$ cat src/hdl/tanbt_pkg.sv
// Package: shared types, constants and state encoding for the tangent/bitangent unit.
`default_nettype none
package tanbt_pkg;

   localparam int COORD_W  = 32;
   localparam int WIDE_W   = 64;
   localparam int Q_W      = 16;
   localparam int QUOT_W   = 15;
   localparam int MUL_LAST = 14;
   localparam int SQRT_LAST = 31;
   localparam int DIV_LAST = 14;
   localparam int SQ_LAST  = 2;
   localparam logic [QUOT_W-1:0] Q14_ONE = 15'd16384;
   localparam int FIFO_DEPTH = 2;

   typedef logic signed [COORD_W-1:0] coord_type;

   // one triangle after delta forming and range fitting
   typedef struct packed {
      coord_type [5:0] e;   // e1 xyz in [2:0], e2 xyz in [5:3]
      coord_type [3:0] d;   // d1.u, d1.v, d2.u, d2.v
   } tri_type;

   typedef enum logic [2:0] {
      ST_IDLE,
      ST_MUL,
      ST_LOAD,
      ST_NORM,
      ST_SQ,
      ST_SQRT,
      ST_DIV,
      ST_OUT
   } back_state_type;

endpackage : tanbt_pkg
`default_nettype wire

$ cat src/hdl/tanbt_fifo.sv
// Two-entry triangle queue between the front end and the back end.
`default_nettype none
module tanbt_fifo
   import tanbt_pkg::*;
(
   input  wire logic    clock,
   input  wire logic    reset,
   input  wire logic    push_valid,
   output logic         push_ready,
   input  wire tri_type push_data,
   output logic         pop_valid,
   input  wire logic    pop_ready,
   output tri_type      pop_data
);

   tri_type     mem_ff [FIFO_DEPTH];
   logic        wr_ff, rd_ff;
   logic [1:0]  fill_ff;
   logic        push, pop;

   assign push_ready = (fill_ff != 2'(FIFO_DEPTH));
   assign pop_valid  = (fill_ff != 2'd0);
   assign pop_data   = mem_ff[rd_ff];
   assign push       = push_valid && push_ready;
   assign pop        = pop_valid && pop_ready;

   always_ff @(posedge clock) begin
      if (reset) begin
         wr_ff   <= 1'b0;
         rd_ff   <= 1'b0;
         fill_ff <= 2'd0;
      end else begin
         if (push) wr_ff <= !wr_ff;
         if (pop)  rd_ff <= !rd_ff;
         fill_ff <= fill_ff + 2'(push) - 2'(pop);
      end
   end

   always_ff @(posedge clock) begin
      if (push) begin
         mem_ff[wr_ff] <= push_data;
      end
   end

endmodule : tanbt_fifo
`default_nettype wire

$ cat config.mk
export PLATFORM = sky130hd
export DESIGN_NAME = tanbt_fifo
export DESIGN_NICKNAME = d
export VERILOG_FILES = /design/src/hdl/tanbt_pkg.sv /design/src/hdl/tanbt_fifo.sv
export SDC_FILE = /design/constraint.sdc
export NUM_CORES = 1
export LEC_CHECK = 0
export BUFFER_PORTS_ARGS = -buffer_cell sky130_fd_sc_hd__buf_4
export CAP_MARGIN = 5
export CORE_MARGIN = 5
export CORE_UTILIZATION = 43
export DETAILED_ROUTE_END_ITERATION = 12
export GPL_ROUTABILITY_DRIVEN = 0
export PLACE_DENSITY = 0.74
export SYNTH_ARGS = -nofsm -noshare
export SYNTH_HDL_FRONTEND = slang
export SYNTH_SLANG_ARGS = --single-unit
$ cat constraint.sdc
create_clock -name clock -period 18.8 [get_ports clock]
set_input_delay 0 -clock clock [delete_from_list [all_inputs] [get_ports clock]]
set_output_delay 0 -clock clock [all_outputs]
set_load 0.005 [all_outputs]
==> summary.md, run 1 <==
| Metric | Value |
|---|---|
| Status | completed |
| Area leader, netlist | edfxtp_1 |
| Rel. slew slack | 28.46% |
| Max Root-Sink Buffers | 3 |
| Worst setup EP type | primary output |
| Rows | just under 90 |
| Clock slew at reported path FFs | approximately 0.06 ns |
| Power Dens Cells | ~120 nW/um^2 |
| CP arrival | roughly 4.8 ns |
| Clk_lat worst skew | roughly 0.60 ns |
| Pin count of the biggest net entering global routing | around 120 |
| Worst setup margin | about 14 ns |
| Netlist cell types | 26 |
| Mapped Area | approximately 25000 sq um |
| R2R depth | 4 |
| Reg power frac | between 40% and 50% |
| Vias in the first global route | approximately 15000 |
| Post-route ant nets | 0 |
| R2R Path End | mem_ff[1][286] |
| Switching Share | approximately 25% |
| Grt ovf | 0 |
| NumNets Final | ~2400 |
| Ys Warns | 0 |
| CTS tree | built |
| Setup tns final | 0 ns |
| Pre-CTS setup slack | around 15 ns |
| Post-Synth Simple-Gate Area | less than 1% |
| P&R area growth vs syn | 42.96% |
| First-pass GRT wire length | 92430 um |
| Clk sinks | between 600 and 700 |
| Clock power frac | between 30 and 40% |
| Core footprint | approximately 57000 sq um |
| Pre-antenna DRT Iters | 4 |
| Utilization after layout | between 60 and 70% |
| DR vias/cell | 4.804 |
| Input/output buffers | 645 |
| Max cap viols | 0 |
| IO Pins | between 600 and 700 |
| FF+latch count, synth | roughly 650 |
| Startpoint Class | register |
| Antenna violations before repair | 6 |
| DR vias | 13740 |
| Main combinational cell family by area after synthesis | multiplexers |
| P_int | between 3 and 4 mW |
| Final period util | between 20% and 30% |
| Fin Clk Skew | approximately 0.030 ns |
| Clk root buf | clkbuf_16 |
| Slew @ Worst Pin | between 1 and 1.5 ns |
| Detail Placement HPWL | 39480 um |
| Post-Route WL | ~64000 um |
| HP Class | in2reg |
| Combinational Power Share | 24.0% |
| VDD IR-drop max | 0.00009764 V |
| CP max FO | between 50 and 60 |
| Worst EP required | around 19 ns |
| Syn avg cell area | between 20 and 25 sq um |
| Critical Path End | pop_data[233] |
| PostCTS Resize Cnt | 0 |
| Crit path kind | reg2out |
| Final hold viol count | 0 |
| Sw Pwr | around 1.0 mW |
| R2r setup slk | 15.05 ns |
| Initial Util | between 40 and 50% |
| Worst reg2reg path startpoint | fill_ff[0] |
| RSZ-0062 raised after global routing | false |
| Yosys top cell area share | just under 80% |
| Mapped Cells | ~1000 |
| Layout cells sized above 1 | about 52% |
| Leak | ~14 nW |
| Sequential area share after synthesis | between 70 and 80% |
| Num CTS Buffers | between 60 and 70 |
| Number of endpoints failing setup at the final stage | 0 |
| Initial DRC count | 810 |
| Adder-cell share of the synthesized area | less than 1% |
| Die ar. | 62790 sq um |
| # DRC | 0 |
| Pins Over Slew Limit | 0 |
| GRT Total Usage | around a fifth |
| Chip width | about 250 um |
| Final hold slack | ~0.12 ns |
| Fmax | 210.1 MHz |
| Drt wl/cell | around 22 um |
| Tmin final | 4.760 ns |
| H-tree depth | 3 |
| Syn_nets | ~1400 |
| Vert. Die Dim | about 250 um |
| Synth Area in Compound Gates | less than 1% |
| XOR/XNOR Fraction of Synth Area | less than 1% |
| Dominant cells by area after synthesis | edfxtp_1 (77%), mux2_4 (18%), buf_12 (2.7%), mux2_2 (0.90%), dfxtp_1 (0.40%) |
| Multiplexer share of the synthesized area | between 10% and 20% |
worst max-delay path, cell delays in order, from the launching register on:
cell	delay, ns
dfxtp_4	0.82
buf_4	0.82
buf_4	0.89
buf_4	0.92
mux2_4	0.37
buf_4	0.14
Yosys cell counts:
cell type	instances
buf_12	33
nor4_1	1
nor2_1	4
mux2_2	20
and2b_1	1
xor2_1	1
o31a_1	1
mux2_4	300
edfxtp_1	640
and3_1	2
ha_1	1
a21bo_2	1
nor2b_1	1
buf_2	2
or2_2	1
o21ba_2	1
nor3_1	1
buf_6	1
inv_1	1
nand2b_1	1
nor4bb_1	1
nand3_1	1
a21oi_1	1
nand3b_1	1
o21ai_0	2
dfxtp_1	5
worst min path at each step:
stage / startpoint / endpoint / slack, ns / depth (start not counted)
after CTS: push_data[69] / mem_ff[0][69] / 0.07 / 2
after global placement: push_data[269] / mem_ff[0][269] / 0.18 / 1
after detailed placement: push_data[55] / mem_ff[1][55] / 0.19 / 1
after floorplan: reset / wr_ff / 0.07 / 1
final: push_data[39] / mem_ff[0][39] / 0.12 / 2
after global routing: push_data[39] / mem_ff[1][39] / 0.09 / 2
routing by layer:
metal / part of all wire, % / track usage [%]
met1: 35 / 20.99
met2: 54 / 35.01
met3: 7.2 / 5.015
met4: 3.6 / 7.921
met5: 0 / 0
cell type report:
type	instances	area, sq um
Antenna cell	5	12.51
Clock buffer	86	1812
Clock inverter	34	394.1
Fill cell	3879	21900
Inverter	1	11.26
Multi-Input combinational cell	343	4887
Sequential cell	645	19320
Tap cell	765	957.2
Timing Repair Buffer	980	8180
sequential cells by signal, summed over array words and instances (netlist names), named ones only:
name / cells
fill_ff: 2
rd_ff: 1
wr_ff: 1
mem_ff: 640
power by group through the flow:
stage               sequential (mW)  clock (mW)  combinational, mW
CTS                            1.80        1.35              0.983
global placement               1.82           0              0.905
floorplan                      1.85           0              0.569
finish                         1.80        1.33              0.987
global route                   1.81        1.43               1.03
detailed placement             1.83           0              0.918
stage by stage:
step | instances | area [sq um] | total power, mW
3_3_place_gp | 2410 | 30120 | 2.725
2_1_floorplan | 1025 | 24890 | 2.418
3_5_place_dp | 2410 | 30120 | 2.746
6_report | 2859 | 35580 | 4.119
4_1_cts | 2854 | 35560 | 4.134
5_1_grt | 2858 | 35570 | 4.273
placed cells by master (no fill, tap or decap), types with 2 or more instances in the layout:
cell           netlist  layout
clkbuf_1             0      16
dfxtp_1              5       4
edfxtp_1           640     640
inv_16               0       3
nor2_1               4       4
dlygate4sd3_1        0     324
inv_6                0       2
clkbuf_16            0      70
o21ai_0              2       2
clkinv_2             0       9
mux2_4             300     300
mux2_2              20      20
bufinv_16            0       6
buf_4                0     655
clkinv_1             0      10
diode_2              0       5
clkinvlp_4           0       2
cell families after synthesis:
| family | Yosys count |
|---|---|
| xor gates and xnor gates | 1 |
| buffers and inverters | 37 |
| muxes | 320 |
| AOI/OAI and AO/OA | 6 |
| DFF | 645 |
| and+or+nand+nor | 15 |
| adders and majority gates | 1 |
timing repair:
action,4_1_cts,5_1_grt
hold buffers,324,0
hold endpoints to repair,645,0
setup buffers,0,0
endpoints found under the setup margin,0,0
No activity file was read; power rests on OpenSTA's default activity.
==> inputs of run 2 (changes only) <==
- ABC_AREA: unset -> 1
- PLACE_DENSITY: 0.74 -> 0.77
- clock period: 18.8 -> 4.3 ns (I/O delays scaled with it)
==> run 2 against run 1 <==
Effect of this change: first-iteration DRC count rose by 3.5%; clock skew fell by 0.013 ns; routed wire length rose by 4.6%; combinational power rose to 5.4 times the previous value; non-clock buffer count rose by 26; flip-flop and latch count did not move; core utilization rose by 0.45 points; largest power group unchanged; die area barely moved; global-route usage rose by 1.2 points; critical path type unchanged; hold slack improved by 0.013 ns.
==> summary.md, run 2 <==
| Metric | Value |
|---|---|
| Layout cells sized above 1 | around half |
| Pre-antenna DRT Iters | 4 |
| Number of endpoints failing setup at the final stage | 0 |
| Mapped Cells | ~1000 |
| Fin Clk Skew | ~0.017 ns |
| EDFF count, synth | 640 |
| PostCTS Resize Cnt | 0 |
| Dominant cells by area after synthesis | edfxtp_1 (77%), mux2_4 (18%), buf_12 (2.7%), mux2_2 (0.91%), dfxtp_1 (0.40%) |
| Clk root buf | clkbuf_16 |
| Top cells by count, synth | edfxtp_1 (640), mux2_4 (300), buf_12 (33), mux2_2 (20), nor2_1 (9) |
| Pins Over Slew Limit | 0 |
| Final hold viol count | 0 |
| Max cap viols | 0 |
| Vert. Die Dim | 250.5 um |
| Rows | 88 |
| Power Dens Cells | between 500 and 600 nW/um^2 |
| Clk sinks | approximately 650 |
| Grt ovf | 0 |
| Utilization after layout | approximately 62% |
| RSZ-0062 raised after global routing | false |
| Startpoint Class | register |
| Max Root-Sink Buffers | 3 |
| Die ar. | ~63000 sq um |
| IO Pins | ~650 |
| Initial Util | 43.26% |
| Fmax | around 370 MHz |
| Biggest regs | mem_ff (640), fill_ff (2) |
| DR vias | approximately 14000 |
| Yosys top cell area share | between 70% and 80% |
| Placed insts | 2443 |
| CP max FO | 53 |
| Top reg by flops | mem_ff |
| Worst path slowest cell | dfxtp_4 |
| DR vias/cell | 4.893 |
| CP cell instances | buf_4, mux2_2, buf_4 |
| Worst setup EP type | primary output |
| Pre-CTS setup slack | around 2.1 ns |
| Detail Placement HPWL | 41480 um |
| Tot Pwr | a little under 20 mW |
| Pin count of the biggest net entering global routing | 109 |
| Chip width | between 200 and 300 um |
| Tmin final | about 2.7 ns |
| Top-count cell post-synth | edfxtp_1 |
| Antenna violations before repair | 9 |
| CTS tree | built |
| FF+latch count, synth | 645 |
| Sequential area share after synthesis | 77.69% |
| Vias in the first global route | between 15000 and 20000 |
| Syn avg cell area | 24.09 sq um |
| Post-route ant nets | 0 |
| Setup tns final | 0 ns |
| Status | completed |
| Syn_nets | approximately 1400 |
| Input/output buffers | approximately 650 |
| Drt wl/cell | between 20 and 25 um |
| Post-Route WL | between 60000 and 70000 um |
| Post-CTS Setup Inserts | 0 |
| HP Class | in2reg |
| Non-filler cells, final | just under 3000 |
| Core footprint | between 50000 and 60000 sq um |
| Worst setup margin | 1.596 ns |
| Initial DRC count | 838 |
| Ys async rst share | 0% |
| Final period util | between 60% and 70% |
| Slew @ Worst Pin | between 1 and 1.5 ns |
| Max reg flops | 640 |
| Clock slew at reported path FFs | about 0.060 ns |
| Cell repeated most along the worst path | buf_4 |
| Worst EP required | approximately 4.3 ns |
| Area taken by multi-input logic gates | a little under 5000 sq um |
| First-pass GRT wire length | 97330 um |
| # DRC | 0 |
| Main synth FF type | edfxtp_1 |
| Area leader, netlist | edfxtp_1 |
| CP arrival | between 2 and 3 ns |
| Crit path kind | reg2out |
| Hold_buf cts | about 320 |
| Num CTS Buffers | 67 |
| NumNets Final | between 2000 and 2500 |
| Slowest stage delay, CP | slightly above 1 ns |
| Netlist cell types | 15 |
| Clk_lat worst skew | 0.58 ns |
| Filler cells | around 3800 |
| Leak | 14.06 nW |
| Rel. slew slack | between 30% and 40% |
| Most common cell after layout, fill and taps aside | buf_4 |
| H-tree depth | 3 |
| Mapped Area | 24870 sq um |
| Most frequent cells in the layout | buf_4 (670), edfxtp_1 (640), dlygate4sd3_1 (324), mux2_4 (300), clkbuf_16 (68) |
| GRT Total Usage | 20.34% |
| VDD IR-drop max | roughly 0.00046 V |
| Register Area | approximately 19000 sq um |
| Ys Warns | 0 |
| P&R area growth vs syn | 44.12% |
-- run 2: power breakdown --
part / total (mW) / internal [mW] / leakage [nW] / switching [mW]
clock network: 5.69 / 3.34 / 1.04 / 2.35
registers: 8.30 / 7.97 / 6.02 / 0.329
logic: 5.36 / 3.08 / 7.00 / 2.28
total: 19.4 / 14.4 / 14.1 / 4.96
-- run 2: logic make-up (layout without fill, tap and decap cells) --
group / after synthesis / after routing / synth area share [%]
AOI/OAI and AO/OA: 2 / 2 / 0.04026
xor gates and xnor gates: 1 / 1 / 0.03523
adders and majority gates: 1 / 1 / 0.05031
buffers and inverters: 44 / 1131 / 2.863
DFF: 645 / 645 / 77.69
muxes: 320 / 320 / 19.02
other: 0 / 4 / 0
and+or+nand+nor: 19 / 19 / 0.2968
-- run 2: layout make-up --
class                           count  area share [%]
Clock buffer                       83           4.906
Timing Repair Buffer             1006           23.76
Clock inverter                     34           1.054
Tap cell                          765           2.671
Antenna cell                        4         0.02793
Inverter                            8         0.08380
Multi-Input combinational cell    343           13.58
Sequential cell                   645           53.92
-- run 2: worst paths after layout --
check	from	slack, ns	to	cells after the start
worst max-delay path	register	1.60	pop_data[10]	3
worst max register to register	fill_ff[0]	2.13	mem_ff[1][240]	6
worst min register to register	rd_ff	0.51	register	2
worst min-delay path	push_data[126]	0.13	mem_ff[1][126]	2
-- run 2: layer usage --
layer	share of wire, %	wire (um)	track usage (%)	vias to the layer above
met4	4.5	2978	9.294	8
met1	35	23410	22.69	7125
met2	53	35430	36.52	649
met3	6.9	4555	5.316	171
li1	-	-	-	6179
met5	0.075	50	0	-
-- run 2: critical path: cells and delay by family (launching register included) --
kind	cells	cell delay, ns
buf+inv	2	0.69
flops	1	1.02
mux	1	0.39
-- run 2: per-stage QoR --
step	hold slack, ns	instance area (sq um)
final	0.1342	35830
after global routing	0.1096	35830
after CTS	0.08839	35820
after detailed placement	0.1784	30450
after global placement	0.1722	30450
after floorplan	0.06383	24900
