File: config.mk
export PLATFORM = sky130hd
export DESIGN_NAME = tanbt_front
export DESIGN_NICKNAME = d
export VERILOG_FILES = /design/src/hdl/tanbt_pkg.sv /design/src/hdl/tanbt_front.sv
export SDC_FILE = /design/constraint.sdc
export NUM_CORES = 1
export LEC_CHECK = 0
export CAP_MARGIN = 20
export CORE_AREA = 2 2 197 393
export CTS_BUF_LIST = sky130_fd_sc_hd__clkbuf_2
export CTS_CLUSTER_SIZE = 14
export DETAILED_ROUTE_END_ITERATION = 8
export DIE_AREA = 0 0 199 395
export DONT_BUFFER_PORTS = 1
export SYNTH_ARGS = -nofsm -noshare
export SYNTH_HDL_FRONTEND = slang
export SYNTH_SLANG_ARGS = --single-unit
File: constraint.sdc
create_clock -name clock -period 34.4 [get_ports clock]
set_clock_uncertainty 0.15 [all_clocks]
set_input_delay 3.44 -clock clock [delete_from_list [all_inputs] [get_ports clock]]
set_output_delay 3.44 -clock clock [all_outputs]
set_load 0.01 [all_outputs]
File: src/hdl/tanbt_pkg.sv
// Package: shared types, constants and state encoding for the tangent/bitangent unit.
`default_nettype none
package tanbt_pkg;

   localparam int COORD_W  = 32;
   localparam int WIDE_W   = 64;
   localparam int Q_W      = 16;
   localparam int QUOT_W   = 15;
   localparam int MUL_LAST = 14;
   localparam int SQRT_LAST = 31;
   localparam int DIV_LAST = 14;
   localparam int SQ_LAST  = 2;
   localparam logic [QUOT_W-1:0] Q14_ONE = 15'd16384;
   localparam int FIFO_DEPTH = 2;

   typedef logic signed [COORD_W-1:0] coord_type;

   // one triangle after delta forming and range fitting
   typedef struct packed {
      coord_type [5:0] e;   // e1 xyz in [2:0], e2 xyz in [5:3]
      coord_type [3:0] d;   // d1.u, d1.v, d2.u, d2.v
   } tri_type;

   typedef enum logic [2:0] {
      ST_IDLE,
      ST_MUL,
      ST_LOAD,
      ST_NORM,
      ST_SQ,
      ST_SQRT,
      ST_DIV,
      ST_OUT
   } back_state_type;

endpackage : tanbt_pkg
`default_nettype wire

File: src/hdl/tanbt_front.sv
// Front end: holds the first two corners and forms fitted edges and UV deltas.
`default_nettype none
module tanbt_front
   import tanbt_pkg::*;
(
   input  wire logic           clock,
   input  wire logic           reset,
   input  wire logic           req_tvalid,
   output logic                req_tready,
   input  wire logic [159:0]   req_tdata,   // pos_x, pos_y, pos_z, tex_u, tex_v
   output logic                push_valid,
   input  wire logic           push_ready,
   output tri_type             push_data
);

   logic [1:0]  count_ff, count_in;
   coord_type   px_ff [2], py_ff [2], pz_ff [2], u_ff [2], v_ff [2];
   coord_type   px, py, pz, u, v;
   logic        third, accept;
   logic signed [COORD_W:0] e_w [6];
   logic signed [COORD_W:0] d_w [4];
   logic        e_big, d_big;

   assign px = req_tdata[31:0];
   assign py = req_tdata[63:32];
   assign pz = req_tdata[95:64];
   assign u  = req_tdata[127:96];
   assign v  = req_tdata[159:128];

   // counts of two or three both mean the closing corner
   assign third      = count_ff[1];
   assign req_tready = !third || push_ready;
   assign accept     = req_tvalid && req_tready;
   assign push_valid = req_tvalid && third;

   always_comb begin
      e_w[0] = {px_ff[1][31], px_ff[1]} - {px_ff[0][31], px_ff[0]};
      e_w[1] = {py_ff[1][31], py_ff[1]} - {py_ff[0][31], py_ff[0]};
      e_w[2] = {pz_ff[1][31], pz_ff[1]} - {pz_ff[0][31], pz_ff[0]};
      e_w[3] = {px[31], px} - {px_ff[0][31], px_ff[0]};
      e_w[4] = {py[31], py} - {py_ff[0][31], py_ff[0]};
      e_w[5] = {pz[31], pz} - {pz_ff[0][31], pz_ff[0]};
      d_w[0] = {u_ff[1][31], u_ff[1]} - {u_ff[0][31], u_ff[0]};
      d_w[1] = {v_ff[1][31], v_ff[1]} - {v_ff[0][31], v_ff[0]};
      d_w[2] = {u[31], u} - {u_ff[0][31], u_ff[0]};
      d_w[3] = {v[31], v} - {v_ff[0][31], v_ff[0]};
      e_big = 1'b0;
      d_big = 1'b0;
      for (int i = 0; i < 6; i++) begin
         e_big = e_big || (e_w[i][32] != e_w[i][31]);
      end
      for (int i = 0; i < 4; i++) begin
         d_big = d_big || (d_w[i][32] != d_w[i][31]);
      end
      // halve the whole group (floor) when any member leaves 32 bits
      for (int i = 0; i < 6; i++) begin
         push_data.e[i] = e_big ? e_w[i][32:1] : e_w[i][31:0];
      end
      for (int i = 0; i < 4; i++) begin
         push_data.d[i] = d_big ? d_w[i][32:1] : d_w[i][31:0];
      end
   end

   always_comb begin
      count_in = count_ff;
      if (accept) begin
         count_in = third ? 2'd0 : count_ff + 2'd1;
      end
   end

   always_ff @(posedge clock) begin
      if (reset) begin
         count_ff <= 2'd0;
      end else begin
         count_ff <= count_in;
      end
   end

   always_ff @(posedge clock) begin
      if (accept && !third) begin
         px_ff[count_ff[0]] <= px;
         py_ff[count_ff[0]] <= py;
         pz_ff[count_ff[0]] <= pz;
         u_ff[count_ff[0]]  <= u;
         v_ff[count_ff[0]]  <= v;
      end
   end

endmodule : tanbt_front
`default_nettype wire

==> results_dict.tcl, run 1 <==
set metrics [dict create \
    netlist_area_um2 30000 \
    power_density_nw_per_um2 43.9 \
    io_pins 486 \
    htree_levels 3 \
    hp-class "flop to flop" \
    synthAdderAreaFrac 0.140 \
    post-cts-setup-buffer-count 0 \
    slew-limit-headroom 0.246 \
    hold-worst-slack_ns 0.409 \
    yosysUniqueCellTypes 87 \
    root_buffer "clkbuf_2" \
    status "complete, no violations" \
    drt_pass1_iterations 5 \
    vias 23800 \
    grt_max_degree 72 \
    post_drt_wl_per_cell_um 22.7 \
    path_cells "inv_1, ha_1, inv_1, fa_1, a211o_1, a2111oi_0, nor4b_1, o2111ai_1, nand4_1, nand2_1, nor2_1, o221ai_1, o21ai_1, nor4_4, buf_4, buf_4, mux2_1" \
    drtIter0Drc 931 \
    hp-start "count_ff[0]$_SDFFE_PP0P_" \
    reg2reg_from "count_ff[0]$_SDFFE_PP0P_" \
    cts_max_path_buffers 3 \
    rsz0062_at_grt "false" \
    path_clk_slew_ns 0.09 \
    area_growth_syn_to_layout_pct 6.15 \
    io_buffers 0 \
    ys.flop_type "edfxtp_1" \
    hpwlAfterDp_um 78900 \
    fin_ws_ns 21.85 \
    regArea_um2 9650 \
    fin_nets 3612 \
    clk-insertion-delay-late_ns 1.17 \
    min_delay_worst_endpoint "count_ff[0]$_SDFFE_PP0P_" \
    cts_tree "built" \
    p_leak_nw 13.2 \
    synth_compound_area_frac 0.187 \
    slowest_stage "buf_4" \
    critical_path_class "input pin to output pin" \
    die_h_um 395 \
    synth-seq-cells 322 \
    rows 143 \
    setup_violations 0 \
    muxShareOfSynthArea 0.113 \
    cts_buffers 83 \
    final_antenna_net_count 0 \
    cts_hold_buf 0 \
    synthSimpleGateAreaFrac 0.104 \
    drc 0 \
    multiInputGateArea_um2 19100 \
    crit_path_start_kind "input pin" \
    crit_required_ns 30.81 \
    fmax_mhz 79.7 \
    syn_nets 3572 \
    initial_core_util 0.396 \
    setup_tns_ns 0 \
    synth_top_family_by_area "compound AO/OA/AOI/OAI gates" \
    drive_gt1_frac 0.0885 \
    reg2reg_to "px_ff[1][7]$_DFFE_PP_" \
    path_max_fanout 57 \
    hold_viol_final 0 \
    r2r_slack_ns 31.49 \
    async_flop_share 0 \
    antenna_found_initial 7 \
    synthXorXnorAreaFrac 0.0902 \
    worstMarginPinSlew_ns 1.12 \
    place_ws_ns 21.80 \
    track_usage 0.238 \
    reg2reg_depth 4 \
    period_minus_slack_ns 12.55 \
    synth_area_per_cell_um2 9.75 \
    dieArea_um2 78600 \
    critPathArrivalTime_ns 8.96 \
    critical-path-max-stage-delay_ns 0.72 \
    yosys_warnings 0 \
    hold_depth 2 \
    synth_edf_count 320 \
    ir_drop_uv 32.7 \
    drv_cap 0 \
    cts_resized 0 \
    cts_sinks 322 \
    fin_total_pwr_w 0.00140 \
    place.gp.congestion 0.964 \
    synth_cells 3078 \
    grt_pass1_wl_um 140000 \
    die_width_um 199 \
    core_area_um2 75700 \
    seq_area_frac_synth 0.322 \
    wl_um 95600 \
    fillers 7505 \
    grt_pass1_vias 24100 \
    drv_slew 0 \
    fin_crit_sh 0.365 \
    endpoint_kind "output pin" \
    grt_overflow 0 \
    viasPerCell 5.66 \
]
[kinds of logic after synthesis]
group	Yosys count
buffers and inverters	313
adders and majority gates	330
DFF	322
muxes	311
and+or+nand+nor	638
AOI/OAI and AO/OA	855
xor gates and xnor gates	309
[layer usage]
layer / GRT usage / vias to the layer above / wire [um]
met5: 0 / - / 0
met4: 0.107 / 0 / 4170
met3: 0.0929 / 190 / 9210
met2: 0.431 / 774 / 48400
met1: 0.236 / 11300 / 33700
li1: - / 11500 / -
[worst max-delay path: cells and delay by family]
kind / cells / cell delay, ns
AO/OA/AOI/OAI: 5 / 1.54
adder cells (fa/ha/maj): 2 / 0.63
buffers and inverters: 4 / 1.48
multiplexers: 1 / 0.48
AND/OR/NAND/NOR: 5 / 1.27
[how the worst max path moves through the flow]
stage,start,endpoint,slack [ns],cells after the start
after floorplan,req_tvalid,px_ff[0][0]$_DFFE_PP_,18.43,1
after global placement,req_tdata[0],push_data[237],21.93,17
after detailed placement,req_tdata[0],push_data[237],21.80,17
after CTS,req_tdata[0],push_data[237],21.78,17
after global routing,req_tdata[0],push_data[237],21.46,17
final,req_tdata[0],push_data[237],21.85,17
[flip-flops by register name, indices dropped and copies added (netlist names)]
register and flops:
px_ff 64, count_ff 2, pz_ff 64, v_ff 64
u_ff 64, py_ff 64
[cell usage in the layout (no fill, tap or decap), types with 11 or more instances in the layout]
master | synthesis | final
a211oi_1 | 36 | 36
a21o_1 | 124 | 124
a21oi_1 | 251 | 251
a31oi_1 | 19 | 19
and2_1 | 13 | 13
and3_1 | 20 | 20
buf_4 | 10 | 12
clkbuf_2 | 0 | 107
clkinv_1 | 0 | 28
edfxtp_1 | 320 | 320
ha_1 | 320 | 320
inv_1 | 256 | 256
mux2_1 | 109 | 109
mux2_2 | 110 | 110
mux2i_1 | 92 | 92
nand2_1 | 146 | 146
nand2b_1 | 56 | 56
nand3_1 | 48 | 48
nand4_1 | 26 | 26
nor2_1 | 176 | 175
nor2b_1 | 42 | 42
nor3_1 | 51 | 51
nor3b_1 | 13 | 12
o211ai_1 | 26 | 26
o21a_1 | 61 | 61
o21ai_0 | 152 | 152
o21ai_1 | 14 | 14
o21bai_1 | 32 | 32
o31a_1 | 11 | 11
o31ai_1 | 11 | 11
or2_2 | 12 | 12
or3_1 | 12 | 12
xnor2_1 | 211 | 211
xor2_1 | 98 | 98
[layout make-up]
type / instances / share of cell area
clock buffers: 107 / 0.0168
multi-input cells: 2443 / 0.598
repair buffers: 12 / 0.00283
well taps: 1015 / 0.0399
flip-flops and latches: 322 / 0.303
clock inverters: 45 / 0.00868
diodes: 6 / 0.000471
inverters: 256 / 0.0302
[metrics by stage]
step | cells | area, um2 | utilization
after CTS | 4200 | 31800 | 0.421
after global placement | 4048 | 31000 | 0.410
after global routing | 4205 | 31800 | 0.421
after floorplan | 3078 | 30000 | -
after detailed placement | 4048 | 31000 | 0.410
final | 4206 | 31900 | 0.421
[where the power goes]
part           switching, W  leakage (nW)  internal [W]  total [W]
clock network      0.000179         0.575      0.000111   0.000290
registers        0.00000567          3.01      0.000458   0.000463
logic              0.000414          9.64      0.000230   0.000645
total              0.000599          13.2      0.000799    0.00140
[cells in the mapped netlist, types with 56 or more instances]
cell type | count | area [um2]
nand2_1 | 146 | 548
inv_1 | 256 | 961
ha_1 | 320 | 4000
o21a_1 | 61 | 458
a21o_1 | 124 | 931
mux2_2 | 110 | 1240
xnor2_1 | 211 | 1850
nor2_1 | 176 | 661
xor2_1 | 98 | 858
o21ai_0 | 152 | 761
a21oi_1 | 251 | 1260
mux2i_1 | 92 | 921
mux2_1 | 109 | 1230
edfxtp_1 | 320 | 9610
nand2b_1 | 56 | 350
(Power assumes the default switching activity.)
==> inputs of run 2 (changes only) <==
clock period = 10.08 ns   (was 34.4 ns; I/O delays follow)
==> results_dict.tcl, run 2 (synthesis gave the netlist of run 1 again) <==
set metrics [dict create \
    final_antenna_net_count 0 \
    min_delay_worst_endpoint "py_ff[1][15]$_DFFE_PP_" \
    track_usage 0.250 \
    endpoint_kind "output pin" \
    rsz0062_at_grt "false" \
    wl_um 100000 \
    clk-insertion-delay-late_ns 1.15 \
    grt_pass1_vias 25300 \
    critPathArrivalTime_ns 6.91 \
    path_clk_slew_ns 0.11 \
    place.gp.congestion 0.909 \
    r2r_slack_ns 7.42 \
    reg2reg_depth 3 \
    worstMarginPinSlew_ns 1.05 \
    slowest_stage "buf_4" \
    critical_path_class "flop to output pin" \
    fmax_mhz 124 \
    drv_slew 0 \
    power_density_nw_per_um2 146 \
    drtIter0Drc 1165 \
    initial_core_util 0.396 \
    post_drt_wl_per_cell_um 22.9 \
    path_max_fanout 55 \
    fin_crit_sh 0.801 \
    hpwlAfterDp_um 77200 \
    die_width_um 199 \
    critical-path-top-delay-family "compound AO/OA/AOI/OAI gates" \
    critical-path-max-stage-delay_ns 0.68 \
    reg2reg_from "count_ff[1]$_SDFFE_PP0P_" \
    slew-limit-headroom 0.302 \
    hold-worst-slack_ns 0.278 \
    crit_path_start_kind "flop" \
    dieArea_um2 78600 \
    placed_area_um2 31100 \
    antenna_found_initial 5 \
    viasPerCell 5.63 \
    cts_max_path_buffers 3 \
    fin_nets 3774 \
    vias 24600 \
    hp-start "req_tdata[47]" \
    hold_depth 1 \
    io_pins 486 \
    grt_overflow 0 \
    io_buffers 0 \
    rows 143 \
    cts_tree "built" \
    hp-class "input pin to flop" \
    drt_pass1_iterations 5 \
    crit_buf_inv 4 \
    drc 0 \
    setup_tns_ns 0 \
    drive_gt1_frac 0.0854 \
    cts_buffers 82 \
    core_area_um2 75700 \
    setup_violations 0 \
    final_cell_mix "ha_1, edfxtp_1, inv_1, a21oi_1, xnor2_1" \
    die_h_um 395 \
    period_minus_slack_ns 8.07 \
    grt_max_degree 125 \
    root_buffer "clkbuf_2" \
    fin_util 0.443 \
    p_leak_nw 13.9 \
    status "complete, no violations" \
    area_growth_syn_to_layout_pct 11.8 \
    drv_cap 0 \
    design_area_um2 33600 \
    reg2reg_to "px_ff[0][18]$_DFFE_PP_" \
    crit_required_ns 8.92 \
    grt_pass1_wl_um 148000 \
    path_cells "inv_1, ha_1, inv_1, fa_1, a211oi_1, nor2_1, a21oi_1, a21oi_1, o221ai_1, nand2b_1, or4b_1, o311ai_1, o21ai_1, nor4_4, buf_4, buf_4, mux2_2" \
    ir_drop_uv 81.3 \
    post-cts-setup-buffer-count 0 \
    htree_levels 3 \
    hold_viol_final 0 \
    cts_sinks 322 \
]
run 2: cell types whose count changed in the layout (fill, tap and decap cells not counted), moves of 2 or more:
cell and delta:
clkinv_1 -6, buf_4 -4, clkinvlp_4 -2, dlygate4sd3_1 +164, clkinv_4 +2, buf_12 +3
clkinv_2 -2, clkbuf_2 +6
run 2: cell type report:
class	count	area, um2
antenna	7	17.5
clock buffer	113	566
clock inverter	38	272
fill	7415	42100
inverter	256	961
multi-input combinational	2443	19100
sequential	322	9650
tap	1015	1270
timing repair buffer	175	1760
run 2: through the flow:
stage	cells	setup slack, ns	total power (W)
2_1_floorplan	3078	1.52	0.00326
3_3_place_gp	4046	2.82	0.00380
3_5_place_dp	4047	2.76	0.00380
4_1_cts	4362	1.82	0.00494
5_1_grt	4369	1.44	0.00518
6_report	4369	2.01	0.00489
run 2: where the power goes:
group	switching [W]	total, W	internal [W]	leakage (nW)
Sequential	0.0000200	0.00158	0.00156	3.01
Combinational	0.00144	0.00227	0.000832	10.3
Clock	0.000620	0.00103	0.000414	0.604
Total	0.00208	0.00489	0.00281	13.9
run 2: timing repair:
| action | CTS | global route |
|---|---|---|
| hold buffers | 164 | 0 |
| endpoints found under the hold margin | 351 | 0 |
| resized for setup | 0 | 0 |
run 2: how the worst max path moves through the flow:
| stage | depth (start not counted) | endpoint | start |
|---|---|---|---|
| 6_report | 17 | push_data[195] | py_ff[1][0]$_DFFE_PP_ |
| 5_1_grt | 17 | push_data[195] | py_ff[1][0]$_DFFE_PP_ |
| 4_1_cts | 17 | push_data[177] | py_ff[1][0]$_DFFE_PP_ |
| 3_5_place_dp | 17 | push_data[177] | req_tdata[0] |
| 3_3_place_gp | 17 | push_data[173] | req_tdata[0] |
| 2_1_floorplan | 2 | px_ff[1][0]$_DFFE_PP_ | req_tvalid |
run 2: per-layer routing:
metal	vias up	part of all wire	GRT usage
li1	11900	-	-
met1	11800	0.37	0.255
met2	744	0.51	0.458
met3	184	0.083	0.0831
met4	0	0.041	0.108
met5	-	0	0
==> inputs of run 3 (changes only) <==
ABC_AREA = 1   (was unset)
CORE_AREA = 2 2 212 422   (was 2 2 197 393)
DIE_AREA = 0 0 214 424   (was 0 0 199 395)
clock period = 7 ns   (was 10.08 ns; I/O delays follow)
==> results_dict.tcl, run 3 <==
set metrics [dict create \
    critical_path_class "flop to output pin" \
    synth_area_per_cell_um2 6.84 \
    clk-insertion-delay-late_ns 1.23 \
    worstMarginPinSlew_ns 0.993 \
    hp-class "input pin to flop" \
    fin_crit_sh 0.923 \
    track_usage 0.261 \
    grt_pass1_wl_um 188000 \
    core_area_um2 87700 \
    wl_um 121000 \
    fin_total_pwr_w 0.00774 \
    yosys_warnings 0 \
    crit_path_start_kind "flop" \
    io_buffers 0 \
    status "complete, no violations" \
    final_cell_mix "nand2_1, inv_1, nand3_1, nor2_1, a21oi_1" \
    hold_viol_final 0 \
    place.gp.congestion 0.935 \
    cts_sinks 322 \
    endpoint_kind "output pin" \
    critPathArrivalTime_ns 5.61 \
    drtIter0Drc 2365 \
    drv_slew 0 \
    rsz0062_at_grt "false" \
    cts_buffers 79 \
    placed_area_um2 35800 \
    slowest_stage "buf_4" \
    area_growth_syn_to_layout_pct 14.9 \
    setup_violations 0 \
    fillers 9085 \
    critical-path-max-stage-delay_ns 0.67 \
    design_area_um2 39800 \
    fin_nets 5866 \
    die_h_um 424 \
    yosysMostFrequentCell "nand2_1" \
    syn_nets 5562 \
    final_antenna_net_count 0 \
    drive_gt1_frac 0.0339 \
    p_leak_nw 19.1 \
    grt_max_degree 126 \
    ir_drop_uv 221 \
    synth-seq-cells 322 \
    period_minus_slack_ns 6.46 \
    setup_tns_ns 0 \
    grt_pass1_vias 34000 \
    netlist_top_cells_area "edfxtp_1, nand2_1, ha_1" \
    rows 154 \
    antenna_found_initial 10 \
    initial_core_util 0.396 \
    path_clk_slew_ns 0.12 \
    yosys-top-cells-count "nand2_1, inv_1, nand3_1, nor2_1, a21oi_1" \
    yosys.area.top_type "edfxtp_1" \
    async_flop_share 0 \
    seq_area_frac_synth 0.278 \
    fmax_mhz 155 \
    cts_max_path_buffers 3 \
    power_density_nw_per_um2 194 \
    ys.flop_type "edfxtp_1" \
    grt_overflow 0 \
    vias 34800 \
    yosysTopAreaCellShare 0.277 \
    yosysUniqueCellTypes 46 \
    cts_tree "built" \
    dieArea_um2 90700 \
    post-cts-setup-buffer-count 0 \
    synth_cells 5068 \
    io_pins 486 \
    path_max_fanout 64 \
    hpwlAfterDp_um 93300 \
    crit_required_ns 6.15 \
    path_cells "ha_1, fa_1, o21ai_1, nand2_1, nand2_1, nand2_1, nand2_1, nand2_1, o21ai_1, xor2_1, a21oi_4, buf_4, buf_4, nand3_1, nand2_1" \
    drv_cap 0 \
    root_buffer "clkbuf_2" \
    synth_edf_count 320 \
    cpMostUsedCell "nand2_1" \
    post_drt_wl_per_cell_um 18.3 \
    die_width_um 214 \
    viasPerCell 5.26 \
    final_common_cell "nand2_1" \
    drc 0 \
    netlist_area_um2 34700 \
    drt_pass1_iterations 6 \
    htree_levels 3 \
    slew-limit-headroom 0.338 \
]
## run 3: cell types whose count changed in the layout (fill, tap and decap cells not counted), moves of 45 or more
cell           previous run  this run
xor2_1                   98       143
inv_1                   256       743
nand2_1                 146      1488
nand2b_1                 56         0
a21oi_1                 251       341
mux2i_1                  92         0
o21bai_1                 32       220
nor2_1                  175       388
nand3_1                  48       457
mux2_2                  110         0
mux2_1                  109         0
dlygate4sd3_1           164       325
xnor2_1                 211       121
a21o_1                  124        34
## run 3: power by group
part	switching, W	total [W]	internal (W)
Sequential	0.0000289	0.00228	0.00225
Clock	0.000846	0.00142	0.000573
Combinational	0.00283	0.00404	0.00121
## run 3: critical path: cells and delay by family, from the launching register on
family                   cells  cell delay [ns]
AO/OA/AOI/OAI                3             0.81
adder cells (fa/ha/maj)      2             0.65
buffers and inverters        2             1.20
XOR/XNOR                     1             0.26
flip-flops                   1             0.42
AND/OR/NAND/NOR              7             0.91
## run 3: kinds of logic after synthesis
kind of cell / Yosys count / share of synthesized area
AOI/OAI and AO/OA: 817 / 0.143
DFF: 322 / 0.278
buffers and inverters: 868 / 0.0992
xor gates and xnor gates: 264 / 0.0667
and+or+nand+nor: 2467 / 0.292
adders and majority gates: 330 / 0.121
## run 3: final timing paths
kind / cells after the start / slack, ns / startpoint / end
hold reg to reg: 3 / 0.83 / count_ff[0]$_SDFFE_PP0P_ / py_ff[1][4]$_DFFE_PP_
setup / recovery: 15 / 0.54 / v_ff[0][0]$_DFFE_PP_ / push_data[19]
setup reg to reg: 6 / 4.16 / count_ff[1]$_SDFFE_PP0P_ / v_ff[0][25]$_DFFE_PP_
hold / removal: 4 / 0.38 / push_ready / py_ff[1][4]$_DFFE_PP_
## run 3: metal layers
metal	routed length [um]	GRT usage	vias up
li1	-	-	17300
met2	52200	0.404	1266
met5	33	0	-
met1	55800	0.362	16000
met3	9240	0.0542	217
met4	4120	0.0879	6
## run 3: layout make-up
| cell class | count | area, um2 | area share |
|---|---|---|---|
| timing repair buffer | 341 | 3440 | 0.0864 |
| tap | 1170 | 1460 | 0.0367 |
| antenna | 12 | 30.0 | 0.000754 |
| sequential | 322 | 9650 | 0.242 |
| clock inverter | 32 | 250 | 0.00628 |
| inverter | 749 | 2820 | 0.0708 |
| clock buffer | 108 | 541 | 0.0136 |
| multi-input combinational | 3879 | 21600 | 0.543 |
## run 3: repair_timing
item,in CTS,in global routing
hold buffers,325,0
setup endpoints to repair,0,7
gates resized for setup,0,1
endpoints found under the hold margin,374,0
## run 3: metrics by stage
stage,hold WS [ns],cells,utilization,worst slack (ns)
finish,0.375,6613,0.454,0.539
CTS,0.216,6600,0.454,0.314
floorplan,0.396,5068,-,1.24
global route,0.324,6609,0.454,0.103
global placement,0.410,6134,0.408,1.47
detailed placement,0.416,6135,0.408,1.40
